===== config.mk =====
export PLATFORM = sky130hd
export DESIGN_NAME = battery_level_hysteresis_quantizer
export DESIGN_NICKNAME = d
export VERILOG_FILES = /design/src/hdl/blhq_pkg.sv /design/src/hdl/blhq_ram.sv /design/src/hdl/blhq_build.sv /design/src/hdl/blhq_scan.sv /design/src/hdl/battery_level_hysteresis_quantizer.sv
export SDC_FILE = /design/constraint.sdc
export NUM_CORES = 1
export LEC_CHECK = 0
export BUFFER_PORTS_ARGS = -buffer_cell sky130_fd_sc_hd__buf_2
export CORE_ASPECT_RATIO = 1.25
export CORE_UTILIZATION = 51
export DETAILED_ROUTE_END_ITERATION = 8
export PLACE_DENSITY_LB_ADDON = 0.1
export SYNTH_ARGS = -nofsm -noshare
export SYNTH_HDL_FRONTEND = slang
export SYNTH_HIERARCHICAL = 1
export SYNTH_SLANG_ARGS = --single-unit

===== constraint.sdc =====
create_clock -name i_clk -period 6 [get_ports i_clk]
set_input_delay 0.6 -clock i_clk [delete_from_list [all_inputs] [get_ports i_clk]]
set_output_delay 0.6 -clock i_clk [all_outputs]
set_load 0.02 [all_outputs]

===== src/hdl/blhq_pkg.sv =====
// Shared types and constants for the battery level hysteresis quantizer.
package blhq_pkg;

    // Field and register widths
    localparam int SAMP_W  = 16;
    localparam int LEVEL_W = 4;
    localparam int CELL_W  = 4;
    localparam int LVC_W   = 5;
    localparam int HYS_W   = 12;
    localparam int CFG_A_W = 2;
    localparam int CFG_D_W = 12;

    // Threshold storage (signed mV) and the wider compare width
    localparam int THR_W   = 18;
    localparam int CMP_W   = 20;

    // Q16 ratio, up to and including 1.0
    localparam int RATIO_W = 17;
    // Remainder of a division by at most 30
    localparam int REM_W   = 5;

    // floor(r*6/5) as (r * 6 * ceil(2^22/5)) >> 22, exact for every 17-bit ratio
    localparam int            BOOST_SH  = 22;
    localparam int            BPROD_W   = 40;
    localparam logic [22:0]   BOOST_MUL = 23'd5033166;

    // Configuration register indexes
    localparam logic [CFG_A_W-1:0] CFG_CELL_COUNT  = 2'd0;
    localparam logic [CFG_A_W-1:0] CFG_LEVEL_COUNT = 2'd1;
    localparam logic [CFG_A_W-1:0] CFG_HYSTERESIS  = 2'd2;

    // Opcodes
    localparam logic OP_INIT     = 1'b0;
    localparam logic OP_CLASSIFY = 1'b1;

    typedef enum logic [1:0] {
        TS_IDLE,
        TS_BUILD,
        TS_SCAN,
        TS_OUT
    } t_top_state;

    typedef enum logic [2:0] {
        BS_IDLE,
        BS_PREP,
        BS_DIV,
        BS_BOOST,
        BS_MUL,
        BS_WRITE
    } t_bld_state;

    typedef enum logic [1:0] {
        SS_IDLE,
        SS_SCAN,
        SS_ZERO,
        SS_DECIDE
    } t_scn_state;

endpackage


===== src/hdl/blhq_ram.sv =====
// Generic single-write, single-read RAM with registered read data.
module blhq_ram #(
    parameter int WIDTH = 18,
    parameter int DEPTH = 16
) (
    input  logic                     i_clk,
    input  logic                     i_we,
    input  logic [$clog2(DEPTH)-1:0] i_waddr,
    input  logic [WIDTH-1:0]         i_wdata,
    input  logic [$clog2(DEPTH)-1:0] i_raddr,
    output logic [WIDTH-1:0]         o_rdata
);

    logic [WIDTH-1:0] r_mem [DEPTH];
    logic [WIDTH-1:0] r_rdata;

    // Write port, then registered read port
    always_ff @(posedge i_clk) begin
        if (i_we) begin
            r_mem[i_waddr] <= i_wdata;
        end
        r_rdata <= r_mem[i_raddr];
    end

    assign o_rdata = r_rdata;

endmodule


===== src/hdl/blhq_build.sv =====
// Threshold table builder: ratio divider, boost and scale multipliers, table writes.
module blhq_build
    import blhq_pkg::*;
#(
    parameter int MAX_CELLS     = 8,
    parameter int MAX_LEVELS    = 16,
    parameter int CELL_FULL_MV  = 4200,
    parameter int CELL_EMPTY_MV = 3000,
    parameter int IDX_W         = 4
) (
    input  logic                    i_clk,
    input  logic                    i_rst_n,
    input  logic                    i_start,
    input  logic [CELL_W-1:0]       i_cell_count,
    input  logic [LVC_W-1:0]        i_level_count,
    output logic                    o_we,
    output logic [IDX_W-1:0]        o_waddr,
    output logic [THR_W-1:0]        o_wdata,
    output logic                    o_done,
    output logic [LVC_W-1:0]        o_levels
);

    t_bld_state r_state, n_state;

    logic signed [THR_W-1:0]   r_full, r_empty, r_range;
    logic [LVC_W-1:0]          r_lv, r_d, r_idx;
    logic [4:0]                r_bit;
    logic [REM_W-1:0]          r_rem, r_acc;
    logic [RATIO_W-1:0]        r_q0, r_q;
    logic [BPROD_W-1:0]        r_bprod;
    logic                      r_boost;
    logic signed [2*THR_W-1:0] r_tprod;

    logic [CELL_W-1:0]         cells;
    logic [LVC_W-1:0]          lv;
    logic [REM_W:0]            rem_sh;
    logic                      rem_ge;
    logic [REM_W:0]            acc_sum;
    logic                      last_idx;
    logic [RATIO_W-1:0]        ratio_b;
    logic signed [2*THR_W-1:0] tprod_bias;
    logic signed [CMP_W-1:0]   scaled, thr_sum, full_ext;

    // Clamp the configured counts to their usable ranges
    always_comb begin
        if (i_cell_count == '0) begin
            cells = CELL_W'(1);
        end else if (int'(i_cell_count) > MAX_CELLS) begin
            cells = CELL_W'(MAX_CELLS);
        end else begin
            cells = i_cell_count;
        end
        if (i_level_count < LVC_W'(2)) begin
            lv = LVC_W'(2);
        end else if (int'(i_level_count) > MAX_LEVELS) begin
            lv = LVC_W'(MAX_LEVELS);
        end else begin
            lv = i_level_count;
        end
    end

    // One restoring step of 65536 / d
    assign rem_sh = {r_rem, (r_bit == 5'd16)};
    assign rem_ge = (rem_sh >= {1'b0, r_d});

    // Step the ratio by 65536/d without dividing again
    assign acc_sum  = {1'b0, r_acc} + {1'b0, r_rem};
    assign last_idx = (r_idx == r_d);

    // Pick the boosted ratio, then truncate the scaled product toward zero
    assign ratio_b    = r_boost ? r_bprod[BOOST_SH +: RATIO_W] : r_q;
    assign tprod_bias = r_tprod + (r_tprod[2*THR_W-1] ? (2*THR_W)'(65535) : '0);
    assign scaled     = tprod_bias[16 +: CMP_W];
    assign full_ext   = CMP_W'(r_full);
    assign thr_sum    = CMP_W'(r_empty) + scaled;

    // Next state
    always_comb begin
        n_state = r_state;
        unique case (r_state)
            BS_IDLE:  if (i_start) n_state = BS_PREP;
            BS_PREP:  n_state = BS_DIV;
            BS_DIV:   if (r_bit == '0) n_state = BS_BOOST;
            BS_BOOST: n_state = BS_MUL;
            BS_MUL:   n_state = BS_WRITE;
            BS_WRITE: n_state = last_idx ? BS_IDLE : BS_BOOST;
            default:  n_state = BS_IDLE;
        endcase
    end

    // Outputs
    always_comb begin
        o_we    = (r_state == BS_WRITE);
        o_done  = (r_state == BS_WRITE) && last_idx;
        o_waddr = IDX_W'(r_idx);
        o_wdata = (thr_sum > full_ext) ? THR_W'(full_ext) : THR_W'(thr_sum);
    end

    assign o_levels = r_lv;

    always_ff @(posedge i_clk) begin
        if (!i_rst_n) begin
            r_state <= BS_IDLE;
        end else begin
            r_state <= n_state;
        end
    end

    // Datapath
    always_ff @(posedge i_clk) begin
        unique case (r_state)
            BS_IDLE: begin
                r_bit <= 5'd16;
            end
            BS_PREP: begin
                r_full  <= THR_W'(int'(cells) * CELL_FULL_MV);
                r_empty <= THR_W'(int'(cells) * CELL_EMPTY_MV);
                r_range <= THR_W'(int'(cells) * (CELL_FULL_MV - CELL_EMPTY_MV));
                r_lv    <= lv;
                r_d     <= lv - LVC_W'(1);
                r_rem   <= '0;
                r_q0    <= '0;
                r_bit   <= 5'd16;
            end
            BS_DIV: begin
                r_rem <= rem_ge ? REM_W'(rem_sh - {1'b0, r_d}) : REM_W'(rem_sh);
                r_q0  <= {r_q0[RATIO_W-2:0], rem_ge};
                r_bit <= r_bit - 5'd1;
                r_q   <= '0;
                r_acc <= '0;
                r_idx <= '0;
            end
            BS_BOOST: begin
                r_bprod <= BPROD_W'(r_q) * BPROD_W'(BOOST_MUL);
                r_boost <= (9'(r_idx) * 9'd10) < (9'(r_d) * 9'd3);
            end
            BS_MUL: begin
                r_tprod <= $signed({1'b0, ratio_b}) * r_range;
            end
            BS_WRITE: begin
                r_idx <= r_idx + LVC_W'(1);
                if (acc_sum >= {1'b0, r_d}) begin
                    r_acc <= REM_W'(acc_sum - {1'b0, r_d});
                    r_q   <= r_q + r_q0 + RATIO_W'(1);
                end else begin
                    r_acc <= REM_W'(acc_sum);
                    r_q   <= r_q + r_q0;
                end
            end
            default: begin
                r_bit <= 5'd16;
            end
        endcase
    end

endmodule


===== src/hdl/blhq_scan.sv =====
// Classifier: walks the threshold memory downward and applies hysteresis.
module blhq_scan
    import blhq_pkg::*;
#(
    parameter int IDX_W = 4
) (
    input  logic               i_clk,
    input  logic               i_rst_n,
    input  logic               i_start,
    input  logic [SAMP_W-1:0]  i_sample,
    input  logic [LVC_W-1:0]   i_levels,
    input  logic [HYS_W-1:0]   i_hyst,
    input  logic [IDX_W-1:0]   i_last,
    output logic [IDX_W-1:0]   o_raddr,
    input  logic [THR_W-1:0]   i_rdata,
    output logic               o_done,
    output logic [IDX_W-1:0]   o_cur
);

    t_scn_state r_state, n_state;

    logic [IDX_W-1:0]        r_idx, r_pidx, r_cur;
    logic                    r_pv;
    logic [SAMP_W-1:0]       r_sample;
    logic signed [THR_W-1:0] r_thr;

    logic signed [CMP_W-1:0] samp, rd_ext, thr_ext, hyst_ext;
    logic                    hit, bottom, hold;

    assign samp     = $signed(CMP_W'(r_sample));
    assign rd_ext   = CMP_W'($signed(i_rdata));
    assign thr_ext  = CMP_W'(r_thr);
    assign hyst_ext = $signed(CMP_W'(i_hyst));
    assign hit      = r_pv && (samp >= rd_ext);
    assign bottom   = r_pv && (r_pidx == IDX_W'(1));

    // Keep the old level unless the sample clears the band around the threshold
    always_comb begin
        hold = 1'b0;
        if (r_cur > i_last) begin
            hold = (samp <= thr_ext + hyst_ext);
        end else if (r_cur < i_last) begin
            hold = (samp >= thr_ext - hyst_ext);
        end
    end

    // Next state
    always_comb begin
        n_state = r_state;
        unique case (r_state)
            SS_IDLE: if (i_start) n_state = SS_SCAN;
            SS_SCAN: begin
                if (hit) begin
                    n_state = SS_DECIDE;
                end else if (bottom) begin
                    n_state = SS_ZERO;
                end
            end
            SS_ZERO:   n_state = SS_DECIDE;
            SS_DECIDE: n_state = SS_IDLE;
            default:   n_state = SS_IDLE;
        endcase
    end

    // Outputs
    always_comb begin
        o_raddr = r_idx;
        o_done  = (r_state == SS_DECIDE);
        o_cur   = hold ? i_last : r_cur;
    end

    always_ff @(posedge i_clk) begin
        if (!i_rst_n) begin
            r_state <= SS_IDLE;
        end else begin
            r_state <= n_state;
        end
    end

    // Issue one read per cycle and check the previous one
    always_ff @(posedge i_clk) begin
        unique case (r_state)
            SS_IDLE: begin
                r_idx    <= IDX_W'(i_levels - LVC_W'(1));
                r_pv     <= 1'b0;
                r_sample <= i_sample;
            end
            SS_SCAN: begin
                r_idx  <= r_idx - IDX_W'(1);
                r_pidx <= r_idx;
                r_pv   <= 1'b1;
                if (hit) begin
                    r_cur <= r_pidx;
                    r_thr <= $signed(i_rdata);
                end
            end
            SS_ZERO: begin
                r_cur <= '0;
                r_thr <= $signed(i_rdata);
            end
            default: begin
                r_pv <= 1'b0;
            end
        endcase
    end

endmodule


===== src/hdl/battery_level_hysteresis_quantizer.sv =====
// Top level: stream ports, configuration registers, threshold memory and control.
// Initialize word: ratio divide, then a boost, multiply and write step per level.
// Classify word: walks the threshold memory down from the top level to the first hit
//   or to level 0, one read per cycle, then makes the hysteresis decision.
// One word is in work at a time; a new word is taken while a result waits at the output.
// Synchronous active-low reset clears control, registers to cell_count 1, level_count 2,
//   hysteresis 0, level 0; the threshold memory holds nothing until the first initialize.
module battery_level_hysteresis_quantizer
    import blhq_pkg::*;
#(
    parameter int MAX_CELLS     = 8,
    parameter int MAX_LEVELS    = 16,
    parameter int CELL_FULL_MV  = 4200,
    parameter int CELL_EMPTY_MV = 3000
) (
    input  logic               i_clk,
    input  logic               i_rst_n,
    input  logic               i_s_axis_tvalid,
    output logic               o_s_axis_tready,
    input  logic [15:0]        i_s_axis_tdata,   // [15:0] sample_mv
    input  logic [0:0]         i_s_axis_tuser,   // [0] opcode
    output logic               o_m_axis_tvalid,
    input  logic               i_m_axis_tready,
    output logic [7:0]         o_m_axis_tdata,   // [3:0] level, [7:4] zero
    input  logic               i_cfg_we,
    input  logic [CFG_A_W-1:0] i_cfg_addr,
    input  logic [CFG_D_W-1:0] i_cfg_wdata
);

    localparam int IDX_W = $clog2(MAX_LEVELS);

    t_top_state r_state, n_state;

    logic [CELL_W-1:0]  r_cell_count;
    logic [LVC_W-1:0]   r_level_count;
    logic [HYS_W-1:0]   r_hyst;
    logic [IDX_W-1:0]   r_last_level;
    logic [LVC_W-1:0]   r_levels_in_use;
    logic [LEVEL_W-1:0] r_res;
    logic               r_ov;
    logic [7:0]         r_odata;

    logic               in_acc, bld_start, scn_start, out_load;
    logic               bld_we, bld_done, scn_done;
    logic [IDX_W-1:0]   bld_waddr, scn_raddr, scn_cur;
    logic [THR_W-1:0]   bld_wdata, ram_rdata;
    logic [LVC_W-1:0]   bld_levels;

    assign in_acc    = i_s_axis_tvalid && o_s_axis_tready;
    assign bld_start = in_acc && (i_s_axis_tuser[0] == OP_INIT);
    assign scn_start = in_acc && (i_s_axis_tuser[0] == OP_CLASSIFY);
    assign out_load  = (r_state == TS_OUT) && (!r_ov || i_m_axis_tready);

    // Next state
    always_comb begin
        n_state = r_state;
        unique case (r_state)
            TS_IDLE: begin
                if (bld_start) begin
                    n_state = TS_BUILD;
                end else if (scn_start) begin
                    n_state = TS_SCAN;
                end
            end
            TS_BUILD: if (bld_done) n_state = TS_OUT;
            TS_SCAN:  if (scn_done) n_state = TS_OUT;
            TS_OUT:   if (out_load) n_state = TS_IDLE;
            default:  n_state = TS_IDLE;
        endcase
    end

    // Outputs
    always_comb begin
        o_s_axis_tready = (r_state == TS_IDLE);
        o_m_axis_tvalid = r_ov;
        o_m_axis_tdata  = r_odata;
    end

    // Control and configuration registers
    always_ff @(posedge i_clk) begin
        if (!i_rst_n) begin
            r_state         <= TS_IDLE;
            r_ov            <= 1'b0;
            r_cell_count    <= CELL_W'(1);
            r_level_count   <= LVC_W'(2);
            r_hyst          <= '0;
            r_last_level    <= '0;
            r_levels_in_use <= LVC_W'(2);
        end else begin
            r_state <= n_state;
            if (out_load) begin
                r_ov <= 1'b1;
            end else if (i_m_axis_tready) begin
                r_ov <= 1'b0;
            end
            if (i_cfg_we) begin
                unique case (i_cfg_addr)
                    CFG_CELL_COUNT:  r_cell_count  <= i_cfg_wdata[CELL_W-1:0];
                    CFG_LEVEL_COUNT: r_level_count <= i_cfg_wdata[LVC_W-1:0];
                    CFG_HYSTERESIS:  r_hyst        <= i_cfg_wdata[HYS_W-1:0];
                    default: ;
                endcase
            end
            if (bld_done) begin
                r_last_level    <= '0;
                r_levels_in_use <= bld_levels;
            end else if (scn_done) begin
                r_last_level <= scn_cur;
            end
        end
    end

    // Hold the result, then move it to the output register
    always_ff @(posedge i_clk) begin
        if (bld_done) begin
            r_res <= '0;
        end else if (scn_done) begin
            r_res <= LEVEL_W'(scn_cur);
        end
        if (out_load) begin
            r_odata <= {4'b0000, r_res};
        end
    end

    blhq_ram #(
        .WIDTH (THR_W),
        .DEPTH (MAX_LEVELS)
    ) u_ram (
        .i_clk   (i_clk),
        .i_we    (bld_we),
        .i_waddr (bld_waddr),
        .i_wdata (bld_wdata),
        .i_raddr (scn_raddr),
        .o_rdata (ram_rdata)
    );

    blhq_build #(
        .MAX_CELLS     (MAX_CELLS),
        .MAX_LEVELS    (MAX_LEVELS),
        .CELL_FULL_MV  (CELL_FULL_MV),
        .CELL_EMPTY_MV (CELL_EMPTY_MV),
        .IDX_W         (IDX_W)
    ) u_build (
        .i_clk         (i_clk),
        .i_rst_n       (i_rst_n),
        .i_start       (bld_start),
        .i_cell_count  (r_cell_count),
        .i_level_count (r_level_count),
        .o_we          (bld_we),
        .o_waddr       (bld_waddr),
        .o_wdata       (bld_wdata),
        .o_done        (bld_done),
        .o_levels      (bld_levels)
    );

    blhq_scan #(
        .IDX_W (IDX_W)
    ) u_scan (
        .i_clk    (i_clk),
        .i_rst_n  (i_rst_n),
        .i_start  (scn_start),
        .i_sample (i_s_axis_tdata),
        .i_levels (r_levels_in_use),
        .i_hyst   (r_hyst),
        .i_last   (r_last_level),
        .o_raddr  (scn_raddr),
        .i_rdata  (ram_rdata),
        .o_done   (scn_done),
        .o_cur    (scn_cur)
    );

    // Builder and classifier never finish together
    a_one_done: assert property (@(posedge i_clk) disable iff (!i_rst_n)
        !(bld_done && scn_done))
        else $error("builder and classifier finished in the same cycle");

    // An initialize clears the remembered level
    a_init_clears: assert property (@(posedge i_clk) disable iff (!i_rst_n)
        bld_done |=> (r_last_level == '0) && (r_res == '0))
        else $error("remembered level not cleared by initialize");

    // A finished item reaches the output register before the next is taken
    a_done_to_out: assert property (@(posedge i_clk) disable iff (!i_rst_n)
        (bld_done || scn_done) |=> (r_state == TS_OUT) && !o_s_axis_tready)
        else $error("result not held for the output register");

endmodule


Word level (Yosys, flattened, before mapping). Memories as Yosys holds them, arrays and structs flattened. A register that Yosys moved wholly into a read port is not among the register bits. Cells that the tools add are included.

Register bits: 264. Bits in writable memories: 288. Output and inout port bits: 10. Memories: 1.

Memories: u_ram.r_mem (depth 16, bits a word 18, read ports 1, clocked after memory_dff 1, write ports 1, RTL line blhq_ram.sv:14) `logic [WIDTH-1:0] r_mem [DEPTH];`.

Add/subtract/negate cells: 14. $mul: 7. Magnitude comparators: 12. Eq/ne operators: 25. Mux-type cells: 43. Bitwise logic cells: 2. Reduce and logical (&&, ||, !) cells: 29.

Operators by type and width (count): $pmux W17 S2 (2); $pmux W5 S2 (4); $mul A17 B22 Y38 const B (1); $add A36 B36 Y36 (1); $mux W18 (2); $pmux W18 S2 (1); $mux W17 (2); $mul A17 B11 Y28 (1); $add A17 B20 Y20 (1); $ge A17 B20 Y1 (1); $gt A20 B18 Y1 (1); $le A17 B20 Y1 (1); $mux W5 (4); $add A18 B13 Y19 (1); $sub A18 B13 Y19 (1); $ge A17 B18 Y1 (1); $mux W2 (9); $pmux W3 S6 (1); $add A17 B1 Y17 const B (1); $add A17 B17 Y17 (1); $mux W16 (1); $mux W4 (4); $pmux W2 S4 (2); $pmux W4 S2 (2); other kinds (44) (86).

Longest topological paths before layout. Gate-level depths: netlist (run 1).

Depth after elaboration: 6. Mapped depth: 25. Gate-level depth less buffers: 22.

Cells and area by module. Netlist (run 1), hierarchy kept.

Modules (own cells, without submodules): blhq_build (instances 1, cells each 1952, area an instance 19479.9 µm²); blhq_ram (instances 1, cells each 482, area an instance 11322.1 µm²); blhq_scan (instances 1, cells each 446, area an instance 4544.4 µm²); battery_level_hysteresis_quantizer (instances 1, cells each 155, area an instance 1691.6 µm²).

Least setup slack after synthesis (run 1). No wires, ideal clock.

Path kind: reg-to-reg. From: register u_build.r_boost. To: register u_build.r_tprod[29] (data pin). Setup time: 0.262 ns. Arrival time: 6.169 ns. Slack: -0.431 ns. Cell stages (with the launch flop): 22. Buffers on the path: 3. Clock period less this slack: 6.431 ns. Cells stage by stage: edfxtp_1 > buf_2 > buf_1 > mux2_2 > clkbuf_1 > and2_1 > fa_1 > fa_1 > fa_1 > fa_1 > inv_1 > fa_1 > inv_1 > ha_1 > a21o_1 > a21o_1 > a221oi_1 > o21ai_0 > a221o_1 > a41oi_1 > a21oi_1 > xor2_1.

Longest elaborated chain between the ends: 2.

Ends and longest elaborated chain: start: declaration (RTL line blhq_build.sv:31) `logic r_boost;`; start signal: assignment (RTL line blhq_build.sv:135) `r_boost <= (9'(r_idx) * 9'd10) < (9'(r_d) * 9'd3);`; $mux W17 (RTL line blhq_build.sv:71) `assign ratio_b = r_boost ? r_bprod[BOOST_SH +: RATIO_W] : r_q;`; $mul A17 B11 Y28 (RTL line blhq_build.sv:138) `r_tprod <= $signed({1'b0, ratio_b}) * r_range;`; end signal: assignment (RTL line blhq_build.sv:138); end: declaration (RTL line blhq_build.sv:32) `logic signed [2*THR_W-1:0] r_tprod;`.

Every way passes these cells. A chain may end at the register's enable or synchronous reset.

Worst setup path after layout (run 1).
From: register u_build.r_q[14]. To: register u_build.r_bprod[38] (data pin).

Longest elaborated chain between the ends: 1.

Ends and longest elaborated chain: start: declaration (RTL line blhq_build.sv:29) `logic [RATIO_W-1:0] r_q0, r_q;`; start signal: assignment (RTL line blhq_build.sv:144) `r_q <= r_q + r_q0 + RATIO_W'(1);`; start signal: assignment (RTL line blhq_build.sv:147) `r_q <= r_q + r_q0;`; $mul A17 B22 Y38 (RTL line blhq_build.sv:134) `r_bprod <= BPROD_W'(r_q) * BPROD_W'(BOOST_MUL);`; end signal: assignment (RTL line blhq_build.sv:134); end: declaration (RTL line blhq_build.sv:30) `logic [BPROD_W-1:0] r_bprod;`.

Every way passes these cells.

==> results of run 1 <==
-- layer usage --
| layer | vias up | wire (um) |
|---|---|---|
| met3 | 123 | 3539 |
| met2 | 482 | 43250 |
| met5 | - | 0 |
| li1 | 10970 | - |
| met4 | 0 | 1853 |
| met1 | 11730 | 37990 |
-- metrics by stage --
stage,worst slack [ps],TNS [ps]
finish,89.79,0
global route,-58.80,-223.8
CTS,-73.78,-160.0
detailed placement,-303.3,-2477
global placement,-281.4,-1545
floorplan,30.43,0
-- state kept, by name (all words and copies together), names as in the netlist, 10 cells and up --
register / flops
u_build/r_q0: 17
u_build/r_full: 10
u_build/r_range: 11
r_hyst: 12
u_scan/r_thr: 18
u_ram/o_rdata: 18
u_scan/r_sample: 16
u_build/r_q: 17
u_build/r_tprod: 16
u_build/r_empty: 11
u_ram/r_mem: 288
u_build/r_bprod: 17
-- where the power goes --
| part | leakage, uW | total, uW | switching (uW) | internal [uW] |
|---|---|---|---|---|
| registers | 0.00476 | 4980 | 259 | 4720 |
| clock network | 0.000933 | 3650 | 1490 | 2150 |
| logic | 0.0119 | 10700 | 5740 | 4930 |
-- cell type report --
type	count	area, um^2	area share (%)
Multi-Input combinational cell	1995	20260	48.61
Sequential cell	527	15230	36.56
Timing Repair Buffer	199	1463	3.510
Inverter	417	1565	3.756
Antenna cell	1	2.502	0.006005
Clock buffer	69	1479	3.549
Clock inverter	34	479.2	1.150
Tap cell	952	1191	2.858
-- final timing paths --
check / slack (ps) / start / to / depth (start not counted)
setup / recovery: 90 / u_build/r_q[14] / u_build/r_bprod[38] / 18
hold / removal: 150 / i_s_axis_tdata[5] / u_scan/r_sample[5] / 1
setup reg to reg: 90 / u_build/r_q[14] / u_build/r_bprod[38] / 18
hold reg to reg: 440 / u_ram/o_rdata[15] / u_scan/r_thr[15] / 0
-- repair_timing --
item	in CTS	in global routing
gates cloned	1	0
hold buffers	0	0
setup buffers	8	17
gates resized for setup	44	78
pin swaps	41	80
setup endpoints to repair	20	23
==> impl_metrics.env, run 1 <==
export IMPL_first_pass_iters=8
export IMPL_fp_dieW_um=242.8
export IMPL_grt_pass1_wl_um=136800
export IMPL_grt_pass1_vias=24720
export IMPL_route_vias_total=23300
export IMPL_syn_to_final_growth_pct=12.72
export IMPL_start_util_pct=51.46
export IMPL_fin_cells=4194
export IMPL_place_hpwl_um=64470
export IMPL_worst_setup_path_type="reg2reg"
export IMPL_top_usage_layer="met2"
export IMPL_cp_common_cell="fa_1"
export IMPL_finalPower_uw=19290
export IMPL_postPlaceCellArea_mm2=0.03898
export IMPL_synthesis_area_mm2=0.03697
export IMPL_path_max_fanout=4
export IMPL_final_common_cell="edfxtp_1"
export IMPL_drive_gt1_share_pct=16.38
export IMPL_power_density_mw_per_mm2=463.0
export IMPL_ios=46
export IMPL_dr_first_iter_drc_count=1202
export IMPL_grt_overflow_total=0
export IMPL_start_kind="flop"
export IMPL_fin_nets=3861
export IMPL_final_hold_viol_count=0
export IMPL_fin_hold_ws_ps=148.5
export IMPL_cts_tree="yes"
export IMPL_track_usage_pct=23.93
export IMPL_fin_area_mm2=0.04167
export IMPL_final_core_util_pct=58.00
export IMPL_peakVddDrop_mv=0.5270
export IMPL_netlist_instances=3030
export IMPL_clkSlewWorstSetupHoldPaths_ps=60
export IMPL_fp_coreArea_mm2=0.07184
export IMPL_rsz0062_at_grt="true"
export IMPL_cpLargestDelayFamily="adder cells"
export IMPL_fin_crit_sh_pct=98.50
export IMPL_cts_buffers=55
export IMPL_cts_buffer_depth=3
export IMPL_die_h_um=303.0
export IMPL_skew_ps=50.26
export IMPL_max_stage_delay_ps=570
export IMPL_grt_met3_usage_pct=2.636
export IMPL_required_ps=6430
export IMPL_cp_num_buf_inv=3
export IMPL_setup_violations_final=0
export IMPL_antenna_found_initial=6
export IMPL_post_route_drc_count=0
export IMPL_drt_total_wl_um=86630
export IMPL_slew_headroom_pct=24.19
export IMPL_hp_class="in2reg"
export IMPL_layout_common_cells="edfxtp_1 (468), inv_1 (406), ha_1 (367), fa_1 (228), nand2_1 (184)"
export IMPL_gp_congestion=0.8704
export IMPL_use_met1_pct=31.85
export IMPL_grt_max_degree=74
export IMPL_rows=110
export IMPL_viasPerCell=5.556
export IMPL_fmax_ghz=0.1692
export IMPL_cap_violations=0
export IMPL_numClockSinks=527
export IMPL_finalMaxSlewViolations=0
export IMPL_status="completed"
export IMPL_end_kind="flop"
export IMPL_use_met2_pct=42.01
export IMPL_yosysWarnings=6
export IMPL_htreeDepth=2
export IMPL_cts_root_buf="clkbuf_16"
export IMPL_post_route_min_period_ps=5910
export IMPL_tightest_slew_ps=1137
export IMPL_dieArea_mm2=0.07357
export IMPL_nFillCells=5978
export IMPL_crit_arrival_ps=6340
export IMPL_wl_per_cell_um=20.66
export IMPL_worst_path_max_delay_cell="or4_4"
export IMPL_avgSynthCellArea_um2=12.20
export IMPL_insertion_delay_ps=650
export IMPL_dp_cells=4064
export IMPL_ant_nets=0
export IMPL_portBuffers=41
export IMPL_p_leak_uw=0.01759
export IMPL_cp_cell_sequence="fa_1 > inv_1 > fa_1 > fa_2 > fa_1 > inv_1 > fa_1 > fa_1 > ha_4 > a21oi_2 > nor2b_1 > or4_4 > o41ai_4 > buf_4 > a31oi_4 > or2_4 > a21o_1 > a311oi_1"
Note: power is estimated with default switching activity, not from simulation.
==> run 2, diff against run 1 <==
--- a/config.mk
+++ b/config.mk
@@ -5,6 +5,7 @@
 export SDC_FILE = /design/constraint.sdc
 export NUM_CORES = 1
 export LEC_CHECK = 0
+export ABC_AREA = 1
 export BUFFER_PORTS_ARGS = -buffer_cell sky130_fd_sc_hd__buf_2
 export CORE_ASPECT_RATIO = 1.25
 export CORE_UTILIZATION = 51
==> run 2 against run 1 <==
Compared with the run above:
- synthesized cell count grew 47%
- maximum frequency grew 3.2%
- global-route usage grew 1.2 points
- highest routed layer unchanged
- register-to-register slack gained 180 ps
- critical endpoint is now u_build/r_bprod[36]
==> impl_metrics.env, run 2 <==
export IMPL_status="completed"
export IMPL_synthesis_area_mm2=0.03983
export IMPL_crit_arrival_ps=6070
export IMPL_portBuffers=41
export IMPL_die_h_um=314.4
export IMPL_cap_violations=0
export IMPL_slew_headroom_pct=30.99
export IMPL_wl_per_cell_um=17.44
export IMPL_met3_length_um=3426
export IMPL_hold_depth=1
export IMPL_setup_violations_final=0
export IMPL_nFillCells=7102
export IMPL_cts_tree="yes"
export IMPL_min_from="i_s_axis_tdata[14]"
export IMPL_fin_nets=5207
export IMPL_antenna_found_initial=0
export IMPL_fp_coreArea_mm2=0.07731
export IMPL_dieArea_mm2=0.07922
export IMPL_min_to="u_scan/r_sample[14]"
export IMPL_start_kind="flop"
export IMPL_n_antenna_cell=0
export IMPL_path_max_fanout=4
export IMPL_avgSynthCellArea_um2=8.916
export IMPL_track_usage_pct=25.09
export IMPL_insertion_delay_ps=610
export IMPL_yosysWarnings=6
export IMPL_skew_ps=38.46
export IMPL_required_ps=6340
export IMPL_rows=114
export IMPL_grt_pass1_vias=28720
export IMPL_syn_to_final_growth_pct=8.124
export IMPL_clkSlewWorstSetupHoldPaths_ps=70
export IMPL_crit_start="u_build/r_q[3]"
export IMPL_final_common_cell="nand2_1"
export IMPL_largest_reg_flops=288
export IMPL_numClockSinks=527
export IMPL_post_route_min_period_ps=5730
export IMPL_ant_nets=0
export IMPL_dr_first_iter_drc_count=1686
export IMPL_cts_buffer_depth=3
export IMPL_ios=46
export IMPL_drt_total_wl_um=98060
export IMPL_r2r_start="u_build/r_q[3]"
export IMPL_multi_input_area_mm2=0.02074
export IMPL_rr_worst_depth=20
export IMPL_htreeDepth=2
export IMPL_r2r_end="u_build/r_bprod[36]"
export IMPL_cts_buffers=54
export IMPL_end_kind="flop"
export IMPL_regMostFlops="u_ram/r_mem"
export IMPL_fp_dieW_um=252.0
export IMPL_place_hpwl_um=73940
export IMPL_fin_crit_sh_pct=95.50
export IMPL_first_pass_iters=6
export IMPL_grt_pass1_wl_um=154200
export IMPL_drt_met1_wl_um=39850
export IMPL_rsz0062_at_grt="false"
export IMPL_tightest_slew_ps=1035
export IMPL_layout_common_cells="nand2_1 (975), inv_1 (857), edfxtp_1 (468), ha_1 (385), nand3_1 (364)"
export IMPL_gp_congestion=0.9377
export IMPL_seq_area_mm2=0.01523
export IMPL_fmax_ghz=0.1745
export IMPL_final_core_util_pct=55.70
export IMPL_hp_class="in2reg"
export IMPL_met2WireLength_um=50580
export IMPL_grt_max_degree=77
export IMPL_grt_overflow_total=0
export IMPL_drive_gt1_share_pct=7.687
export IMPL_finalMaxSlewViolations=0
export IMPL_finalSetupTns_ps=0
export IMPL_route_vias_total=28910
export IMPL_holdBufCountCts=0
export IMPL_final_hold_viol_count=0
export IMPL_start_util_pct=51.52
export IMPL_worst_setup_path_type="reg2reg"
export IMPL_viasPerCell=5.141
export IMPL_post_route_drc_count=0
export IMPL_netlist_instances=4467
export IMPL_r2r_slack_ps=270
export IMPL_cts_root_buf="clkbuf_16"
export IMPL_dr_max_layer_used="met4"
run 2: cell count changes in the layout (fill, tap and decap cells not counted), sizes merged, moves of 53 or more:
cell   delta
inv     +461
a21oi    +79
nor2    +207
nand2   +815
buf      -77
nor2b    -60
mux4     -72
and2     -83
xnor2    -53
nand3   +336
run 2: worst max-delay path: stages (launching register included):
cell and delay [ps]:
edfxtp_1 500, buf_4 220, ha_1 370, ha_1 200, or2_2 330, ha_1 380, inv_1 80, fa_1 510
fa_1 560, inv_1 60, fa_1 460, ha_1 350, a21oi_1 270, inv_1 80, a31oi_1 330, o21ai_0 150
o21bai_1 270, nand3_1 160, nand2_1 70, nand2_1 50, nand2_1 40
run 2: timing repair:
| action | 4_1_cts | 5_1_grt |
|---|---|---|
| buffers inserted | 0 | 1 |
| setup endpoints to repair | 0 | 17 |
| resized for setup | 0 | 12 |
run 2: per-layer routing:
layer	GRT usage (%)	vias to the layer above
met3	2.216	196
met2	45.88	601
met5	0	-
met1	30.15	13680
met4	10.36	0
li1	-	14430
run 2: metrics by stage:
step                hold slack (ps)  cell area (um^2)  setup WS, ps  instances
CTS                           131.0             43050         108.7       5622
floorplan                     408.2             39860         611.4       4475
finish                        175.8             43060         270.3       5623
detailed placement            413.8             41410         137.9       5528
global route                  138.4             43060         1.879       5623
global placement              413.6             41410         263.5       5528
run 2: worst max path at each step:
stage                                endpoint  slack [ps]  depth (start not counted)
final                     u_build/r_bprod[36]         270                         20
after global routing      u_build/r_tprod[23]           2                         24
after CTS                 u_build/r_tprod[26]         110                         19
after detailed placement  u_build/r_tprod[26]         140                         20
after global placement    u_build/r_tprod[28]         260                         20
after floorplan           u_build/r_tprod[28]         610                         22
run 2: area by class of cell:
class                   instances  area share [%]
clock inverters                23          0.3196
inverters                     885           7.743
repair buffers                122           1.889
clock buffers                  71           3.478
multi-input cells            2951           48.16
flip-flops and latches        527           35.38
well taps                    1044           3.033
Power of run 2 is not shown: default switching activity piles up to over one toggle a cycle in this logic, so the estimate is an artifact.
==> run 3, diff against run 2 <==
--- a/config.mk
+++ b/config.mk
@@ -7,8 +7,10 @@
 export LEC_CHECK = 0
 export ABC_AREA = 1
 export BUFFER_PORTS_ARGS = -buffer_cell sky130_fd_sc_hd__buf_2
+export CELL_PAD_IN_SITES_DETAIL_PLACEMENT = 1
+export CELL_PAD_IN_SITES_GLOBAL_PLACEMENT = 1
 export CORE_ASPECT_RATIO = 1.25
-export CORE_UTILIZATION = 51
+export CORE_UTILIZATION = 46
 export DETAILED_ROUTE_END_ITERATION = 8
 export PLACE_DENSITY_LB_ADDON = 0.1
 export SYNTH_ARGS = -nofsm -noshare
==> run 3 against run 2 <==
Compared with the run above:
- clock skew decreased by 1.2 ps
- register-to-register slack got worse by 120 ps
- routed wire length increased by 14%
- maximum frequency decreased by 2.0%
- sequential share of layout area decreased by 0.77 points
- via count increased by 3.4%
- first-iteration DRC count decreased by 17%
- core utilization decreased by 4.4 points
- cell count increased by 2.8%
- highest routed layer unchanged
==> impl_metrics.env, run 3 (synthesis gave the netlist of run 2 again) <==
export IMPL_tightest_slew_ps=1050
export IMPL_end_kind="flop"
export IMPL_path_max_fanout=5
export IMPL_required_ps=6410
export IMPL_start_kind="flop"
export IMPL_worst_setup_path_type="reg2reg"
export IMPL_htreeDepth=2
export IMPL_layout_common_cells="nand2_1 (973), inv_1 (856), edfxtp_1 (468), ha_1 (385), nand3_1 (364)"
export IMPL_antenna_found_initial=0
export IMPL_status="completed"
export IMPL_dr_first_iter_drc_count=1397
export IMPL_largest_reg_flops=288
export IMPL_seq_area_mm2=0.01523
export IMPL_grt_pass1_wl_um=175100
export IMPL_dp_cells=5655
export IMPL_finalMaxSlewViolations=0
export IMPL_regMostFlops="u_ram/r_mem"
export IMPL_drive_gt1_share_pct=8.717
export IMPL_final_hold_viol_count=0
export IMPL_die_h_um=331.0
export IMPL_holdBufCountCts=0
export IMPL_fp_coreArea_mm2=0.08573
export IMPL_nFillCells=10050
export IMPL_max_stage_delay_ps=560
export IMPL_gp_congestion=0.8885
export IMPL_post_route_drc_count=0
export IMPL_cp_num_buf_inv=4
export IMPL_portBuffers=41
export IMPL_grt_pass1_vias=31810
export IMPL_ios=46
export IMPL_wl_per_cell_um=19.38
export IMPL_crit_arrival_ps=6260
export IMPL_clkSlewWorstSetupHoldPaths_ps=70
export IMPL_drt_total_wl_um=112100
export IMPL_cts_buffer_depth=3
export IMPL_min_from="i_s_axis_tdata[7]"
export IMPL_r2r_end="u_build/r_tprod[28]"
export IMPL_viasPerCell=5.168
export IMPL_ant_nets=0
export IMPL_cp_cell_sequence="clkinvlp_4 > or2_2 > o21ai_1 > buf_4 > nor2_1 > fa_1 > fa_1 > fa_1 > fa_1 > inv_1 > fa_1 > inv_1 > ha_1 > a21oi_2 > o21ai_0 > a211oi_1 > nand2_1 > nand3_1 > nand3_1 > xor2_1"
export IMPL_dieArea_mm2=0.08777
export IMPL_insertion_delay_ps=680
export IMPL_grt_max_degree=147
export IMPL_n_antenna_cell=0
export IMPL_final_common_cell="nand2_1"
export IMPL_cap_violations=0
export IMPL_grt_overflow_total=0
export IMPL_fin_nets=5239
export IMPL_r2r_slack_ps=150
export IMPL_hp_class="in2reg"
export IMPL_route_vias_total=29880
export IMPL_track_usage_pct=25.77
export IMPL_cts_root_buf="clkbuf_16"
export IMPL_fp_dieW_um=265.2
export IMPL_fin_crit_sh_pct=97.49
export IMPL_fin_cells=5782
export IMPL_cpLargestDelayFamily="adder cells"
export IMPL_start_util_pct=46.46
export IMPL_slew_headroom_pct=30.00
export IMPL_cts_tree="yes"
export IMPL_fmax_ghz=0.1710
export IMPL_first_pass_iters=5
export IMPL_numClockSinks=527
export IMPL_cts_buffers=59
export IMPL_hold_depth=1
export IMPL_rows=120
export IMPL_final_core_util_pct=51.35
export IMPL_r2r_start="u_build/r_boost"
export IMPL_rr_worst_depth=20
export IMPL_skew_ps=37.26
export IMPL_cp_common_cell="fa_1"
export IMPL_multi_input_area_mm2=0.02076
export IMPL_syn_to_final_growth_pct=10.54
export IMPL_post_route_min_period_ps=5849
export IMPL_min_to="u_scan/r_sample[7]"
export IMPL_worst_path_max_delay_cell="fa_1"
export IMPL_setup_violations_final=0
export IMPL_place_hpwl_um=85590
==> run 3: cell types whose count changed in the layout (fill, tap and decap cells not counted), sizes merged <==
cell      before  now
buf          122  146
clkinvlp       0    9
clkinv        28   32
clkbuf        71   69
bufinv         0   12
inv          880  877
==> run 3: how the worst max path moves through the flow <==
stage	startpoint	to	slack (ps)	depth (start not counted)
final	u_build/r_boost	u_build/r_tprod[28]	150	20
after global routing	u_build/r_boost	u_build/r_tprod[26]	-0.8	21
after CTS	u_build/r_boost	u_build/r_tprod[22]	20	23
after detailed placement	u_build/r_boost	u_build/r_tprod[22]	40	23
after global placement	u_build/r_boost	u_build/r_tprod[22]	170	23
after floorplan	u_build/r_boost	u_build/r_tprod[28]	610	22
==> run 3: worst reg2reg max path: stages (launching register included) <==
cell and delay [ps]:
edfxtp_1 460, clkinvlp_4 180, or2_2 290, o21ai_1 190, buf_4 200, nor2_1 50
fa_1 560, fa_1 560, fa_1 540, fa_1 550, inv_1 50, fa_1 530
inv_1 40, ha_1 340, a21oi_2 190, o21ai_0 150, a211oi_1 250, nand2_1 150
nand3_1 100, nand3_1 80, xor2_1 140
==> run 3: area by class of cell <==
type / instances / share of cell area, %
clock buffers: 69 / 3.626
clock inverters: 42 / 1.373
inverters: 885 / 7.588
multi-input cells: 2951 / 47.16
flip-flops and latches: 527 / 34.60
well taps: 1159 / 3.294
repair buffers: 146 / 2.313
repair inverters: 3 / 0.04547
==> run 3: metrics by stage <==
stage / setup TNS, ps / hold slack (ps) / area, um^2 / worst slack [ps]
final: 0 / 119.7 / 44030 / 150.7
after global placement: 0 / 413.9 / 41650 / 168.8
after detailed placement: 0 / 415.7 / 41650 / 41.91
after CTS: 0 / 79.13 / 43850 / 15.96
after global routing: -0.8247 / 90.83 / 44030 / -0.8247
after floorplan: 0 / 408.2 / 39860 / 611.4
==> run 3: layer usage <==
layer  track usage [%]  vias up  part of all wire (%)
met5                 0        -                     0
met4             8.218        0                   3.2
met3             2.306      175                   2.9
met2             49.12      446                    53
met1             30.36    14770                    41
li1                  -    14490                     -
==> run 3: repair_timing <==
| action | in CTS | in global routing |
|---|---|---|
| endpoints found under the setup margin | 0 | 16 |
| resized for setup | 0 | 25 |
| setup buffers | 0 | 13 |
Power of run 3 is left out for the same reason.
